`config.mk`:
```
export PLATFORM = sky130hd
export DESIGN_NAME = adrc_ctrl
export DESIGN_NICKNAME = d
export VERILOG_FILES = /design/src/rtl/adrc_pkg.sv /design/src/rtl/adrc_ctrl.sv
export SDC_FILE = /design/constraint.sdc
export NUM_CORES = 1
export LEC_CHECK = 0
export ABC_AREA = 1
export BUFFER_PORTS_ARGS = -buffer_cell sky130_fd_sc_hd__buf_2
export CAP_MARGIN = 20
export CORE_AREA = 5 5 42 44
export DETAILED_ROUTE_END_ITERATION = 12
export DIE_AREA = 0 0 47 49
export GPL_TIMING_DRIVEN = 0
export PLACE_DENSITY = 0.41
export SETUP_SLACK_MARGIN = 0.05
export SLEW_MARGIN = 20
export SYNTH_ARGS = -nofsm -noshare
export SYNTH_HDL_FRONTEND = slang
export SYNTH_SLANG_ARGS = --single-unit
```
`constraint.sdc`:
```
create_clock -name clk -period 1.9 [get_ports clk]
set_clock_uncertainty 0.2 [all_clocks]
set_input_delay 0.19 -clock clk [delete_from_list [all_inputs] [get_ports clk]]
set_output_delay 0.19 -clock clk [all_outputs]
set_load 0.01 [all_outputs]
```
`src/rtl/adrc_pkg.sv`:
```
// Package with shared types, constants and tables for the audio compressor.
package adrc_pkg;

    localparam int SAMPLE_WIDTH_DEF = 24;
    localparam int COEF_WIDTH_DEF   = 16;

    localparam int DB_W = 17;

    localparam logic signed [DB_W-1:0] DB_FLOOR  = -17'sd46080;
    localparam logic signed [DB_W-1:0] ENV_RESET = -17'sd36864;
    localparam logic [18:0] DB_PER_LOG2_Q16 = 19'd394566;
    localparam logic [13:0] LOG2_PER_DB_Q16 = 14'd10885;
    localparam logic [12:0] MAKEUP_MAX = 13'd6144;
    localparam logic [16:0] INV_ONE = 17'd65536;

    localparam int ADDR_W = 5;
    localparam logic [2:0] REG_BYPASS    = 3'd0;
    localparam logic [2:0] REG_THRESHOLD = 3'd1;
    localparam logic [2:0] REG_INV_RATIO = 3'd2;
    localparam logic [2:0] REG_ATTACK    = 3'd3;
    localparam logic [2:0] REG_RELEASE   = 3'd4;
    localparam logic [2:0] REG_MAKEUP    = 3'd5;

    typedef enum logic [3:0] {
        ST_IDLE,
        ST_LOG,
        ST_DB,
        ST_ENV,
        ST_GAIN,
        ST_EXP,
        ST_INTERP,
        ST_MUL,
        ST_DONE
    } state_t;

    // Commands from controller to datapath.
    typedef struct packed {
        logic load;
        logic do_log;
        logic do_db;
        logic do_env;
        logic do_gain;
        logic do_exp;
        logic do_interp;
        logic do_mul;
    } cmd_t;

    typedef struct packed {
        logic bypass;
    } status_t;

    function automatic logic [16:0] log2_lut(input logic [4:0] i);
        logic [16:0] v;
        case (i)
            5'd0:  v = 17'd0;
            5'd1:  v = 17'd5732;
            5'd2:  v = 17'd11136;
            5'd3:  v = 17'd16248;
            5'd4:  v = 17'd21098;
            5'd5:  v = 17'd25711;
            5'd6:  v = 17'd30109;
            5'd7:  v = 17'd34312;
            5'd8:  v = 17'd38336;
            5'd9:  v = 17'd42196;
            5'd10: v = 17'd45903;
            5'd11: v = 17'd49471;
            5'd12: v = 17'd52910;
            5'd13: v = 17'd56228;
            5'd14: v = 17'd59433;
            5'd15: v = 17'd62534;
            default: v = 17'd65536;
        endcase
        return v;
    endfunction

    function automatic logic [17:0] exp2_lut(input logic [4:0] i);
        logic [17:0] v;
        case (i)
            5'd0:  v = 18'd65536;
            5'd1:  v = 18'd68438;
            5'd2:  v = 18'd71468;
            5'd3:  v = 18'd74632;
            5'd4:  v = 18'd77936;
            5'd5:  v = 18'd81386;
            5'd6:  v = 18'd84990;
            5'd7:  v = 18'd88752;
            5'd8:  v = 18'd92682;
            5'd9:  v = 18'd96785;
            5'd10: v = 18'd101070;
            5'd11: v = 18'd105545;
            5'd12: v = 18'd110218;
            5'd13: v = 18'd115098;
            5'd14: v = 18'd120194;
            5'd15: v = 18'd125515;
            default: v = 18'd131072;
        endcase
        return v;
    endfunction

endpackage

```
`src/rtl/adrc_ctrl.sv`:
```
// Sequencer that steps one sample through the compressor datapath.
module adrc_ctrl
(
    input  logic              clk,
    input  logic              rst_n,
    input  logic              in_fire,
    input  logic              out_free,
    input  adrc_pkg::status_t status,
    output adrc_pkg::cmd_t    cmd,
    output logic              s_ready,
    output logic              out_load
);
    import adrc_pkg::*;

    state_t state_reg;
    state_t state_next;

    always_ff @(posedge clk or negedge rst_n)
    begin
        if (!rst_n)
        begin
            state_reg <= ST_IDLE;
        end
        else
        begin
            state_reg <= state_next;
        end
    end

    always_comb
    begin
        state_next = state_reg;
        cmd        = '0;
        s_ready    = 1'b0;
        out_load   = 1'b0;
        case (state_reg)
            ST_IDLE:
            begin
                s_ready  = 1'b1;
                cmd.load = in_fire;
                if (in_fire)
                begin
                    state_next = ST_LOG;
                end
            end
            ST_LOG:
            begin
                if (status.bypass)
                begin
                    state_next = ST_DONE;
                end
                else
                begin
                    cmd.do_log = 1'b1;
                    state_next = ST_DB;
                end
            end
            ST_DB:
            begin
                cmd.do_db  = 1'b1;
                state_next = ST_ENV;
            end
            ST_ENV:
            begin
                cmd.do_env = 1'b1;
                state_next = ST_GAIN;
            end
            ST_GAIN:
            begin
                cmd.do_gain = 1'b1;
                state_next  = ST_EXP;
            end
            ST_EXP:
            begin
                cmd.do_exp = 1'b1;
                state_next = ST_INTERP;
            end
            ST_INTERP:
            begin
                cmd.do_interp = 1'b1;
                state_next    = ST_MUL;
            end
            ST_MUL:
            begin
                cmd.do_mul = 1'b1;
                state_next = ST_DONE;
            end
            ST_DONE:
            begin
                if (out_free)
                begin
                    out_load   = 1'b1;
                    state_next = ST_IDLE;
                end
            end
            default:
            begin
                state_next = ST_IDLE;
            end
        endcase
    end

endmodule

```
## Word-level counts from Yosys, hierarchy flattened

Index checks and enable logic that the tools add are counted.

| storage, ports and cells | value |
|---|---|
| flip-flop bits (word level) | 4 |
| input port bits | 5 |
| output and inout bits | 10 |
| word-level logic and storage cells | 29 |

| operators by class | value |
|---|---|
| equality and inequality tests | 10 |
| mux-type cells | 16 |
| reduce and logical (&&, ||, !) cells | 2 |

Operators with widths:

| cell | count |
|---|---|
| case mux 4 bit (9 select lines) | 1 |
| == test 4 x 3 -> 1 bit, second input constant | 4 |
| 2-to-1 mux 1 bit | 12 |
| 2-to-1 mux 4 bit | 3 |
| == test 4 x 2 -> 1 bit, second input constant | 2 |
| == test 4 x 1 -> 1 bit, second input constant | 1 |
| == test 4 bit, second input constant | 1 |
| zero test 4 bit | 1 |
| inequality test 2 bit, second input constant | 2 |
| AND reduction 2 bit | 1 |

## Longest topological paths before layout

| logic depth | value |
|---|---|
| word-level depth | 3 |
| gate-level depth with buffers | 5 |
| gate-level depth less buffers | 5 |

## Least setup slack after synthesis

Ideal clock, no wire load.

| path | value |
|---|---|
| path type | reg2out |
| start point | reg state_reg[2] |
| end point | out cmd[7] (netlist bit) |
| arrival | 868 ps |
| data required time | 1510 ps |
| path slack | 642 ps |
| stages on the path, launching flop included | 4 |
| path buffers | 0 |
| cell sequence | dfrtp_1 > nor2_1 > nand2_1 > nor2_1 |

RTL lines:

| element | line | source |
|---|---|---|
| from (decl) | adrc_ctrl.sv:15 | `state_t state_reg;` |
| from (signal assigned) | adrc_ctrl.sv:26 | `state_reg <= state_next;` |
| to (decl) | adrc_ctrl.sv:9 | `output adrc_pkg::cmd_t cmd,` |

==> flow_summary.yaml <==
status:
  status: "completed"
setup_path:
  critPathRequiredTime_ns: 1.51
  worstSetupPathType: "register to primary output"
  r2r-start: "state_reg[2]"
  worst_setup_path_start_kind: "register"
  endpoint_kind: "primary output"
  crit_path_max_fanout: 5
  reg2reg_depth: 4
  cp-startpoint: "state_reg[2]"
  cp.arrival_ns: 1.28
clocking:
  cts_buffers: 3
  htree_levels: 1
  path_clk_slew_ns: 0.04
  postCtsResizedCells: 0
  clk_latency_ns: 0.23
  clock-sinks: 4
  cts-root-buf: "clkbuf_4"
  clockBufferDepth: 2
  cts_tree: "yes"
timing:
  max_freq_mhz: 599.5
  finalMaxSlewViolations: 0
  rsz0062_at_grt: "no"
  relSlewSlack_pct: 77.40
  period_share_pct: 87.80
  min_period_ns: 1.668
  setup_viol: 0
  hold_viol: 0
  worst_pin_slew_ns: 0.3377
  tns_ns: 0
die:
  start_util_pct: 19.73
  ios: 15
  dieArea_mm2: 0.002303
  rows: 14
  dieWidth_um: 47
  core_region_area_mm2: 0.001401
  die_h_um: 49
synthesis:
  ys_warn_count: 0
  synth_top_area_cell: "dfrtp_1"
  synth_edf_count: 0
  netlist.area_leader.share_pct: 36.20
  synthDistinctLibCells: 10
  postSynthCellCount: 44
  synth_area_per_cell_um2: 6.284
  ys_seq_elements: 4
  synth_area_um2: 276.5
  ys_top_cells_by_area: "dfrtp_1, inv_1, nor2_1, nand2_1, nand3_1"
  synth_nets: 49
  synth_most_common_cell: "inv_1"
  ys_async_sr_fraction_pct: 100.0
  synth_ff_type: "dfrtp_1"
  synth_common_cells: "inv_1, nor2_1, nand2_1, nand3_1, dfrtp_1"
  ys_seq_area_share_pct: 36.20
place:
  gp_congestion: 0.6372
  post_dp_cell_area_um2: 366.6
  io_buffers: 14
  detailed_place_hpwl_um: 571.5
power_and_ir_drop:
  peakVddDrop_v: 0.0005423
  p_per_area_mw_per_mm2: 1530
  power.total_mw: 0.6105
  leakage_nw: 0.2794
job:
  maxCapViolations: 0
finish:
  largest_reg_flops: 4
  final_layout_size_suffix_gt1_share_pct: 35.48
  design_area_um2: 399.1
  nFillCells: 176
  n_antenna_cell: 0
  final_nets: 69
  syn2layout_area_growth_pct: 44.34
min_path:
  hold_class: "input port to register"
  hp-start: "status"
  holdPathStages: 3
route:
  num_vias: 294
  drtPass1Iterations: 4
  wl_per_cell_um: 8.936
  final_antenna_net_count: 0
  first_iter_violations: 4
  routed_wl_um: 697
  drcViolationCount: 0
  viasPerCell: 3.769
global_route:
  grt_pass1_wl_mm: 1.255
  antenna_found_initial: 0
  track_usage_pct: 7.562
  grt_pass1_vias: 318
  grt_max_degree: 6
  grt_overflow: 0
-- layer usage --
layer	vias to the layer above	wire length (um)	global-route usage, %
met5	-	0	0
met4	0	0	4.147
met3	0	39	3.321
met2	9	326	10.63
met1	118	331	9.333
li1	167	-	-
-- placed cells by master, fill, tap and decap left out, drive strengths merged --
master       netlist  routed
dfrtp              4       4
nand3              5       5
o21ai              1       1
clkbuf             0       3
dlygate4sd3        0       1
inv               13      13
buf                0      14
nor2              11      11
nand3b             1       1
nor3               1       1
nand2              8       8
-- final timing paths --
check,end,slack [ns]
min reg2reg,state_reg[0],0.36
max reg2reg,state_reg[0],0.66
max,cmd[7],0.23
min,state_reg[3],0.02
max in group asynchronous,state_reg[2],1.29
min in group asynchronous,state_reg[3],0.09
-- timing repair --
item,4_1_cts,5_1_grt
endpoints found under the hold margin,4,0
setup buffers,0,0
hold buffers,1,0
-- kinds of logic after synthesis --
group | synth area share [%]
AOI/OAI and AO/OA | 3.168
DFF | 36.20
and+or+nand+nor | 42.98
buffers and inverters | 17.64
-- cell type report --
type	instances	area [um^2]	share of cell area, %
clock buffers	3	22.52	5.643
inverters	13	48.80	12.23
multi-input cells	27	127.6	31.97
flip-flops and latches	4	100.1	25.08
well taps	16	20.02	5.016
repair buffers	15	80.08	20.06
-- stage by stage --
| step | std cells | util [%] | hold slack [ns] | setup slack [ns] |
|---|---|---|---|---|
| 2_1_floorplan | 44 | - | -0.3056 | 0.6416 |
| 3_3_place_gp | 74 | 26.16 | -0.2010 | 0.4486 |
| 3_5_place_dp | 74 | 26.16 | -0.2013 | 0.4749 |
| 4_1_cts | 78 | 28.48 | 0.02400 | 0.2110 |
| 5_1_grt | 78 | 28.48 | 0.05163 | 0.08899 |
| 6_report | 78 | 28.48 | 0.02445 | 0.2319 |
-- critical path, stage by stage, from the launching register on --
cell,delay [ns]
dfrtp_1,0.40
nor2_1,0.31
nand2_1,0.12
nor2_1,0.09
buf_2,0.13
-- power breakdown --
part	internal (mW)	switching (mW)	total, mW
combinational	0.121	0.203	0.324
clock	0.0706	0.0343	0.105
sequential	0.125	0.0563	0.182
No activity file was read; power rests on OpenSTA's default activity.
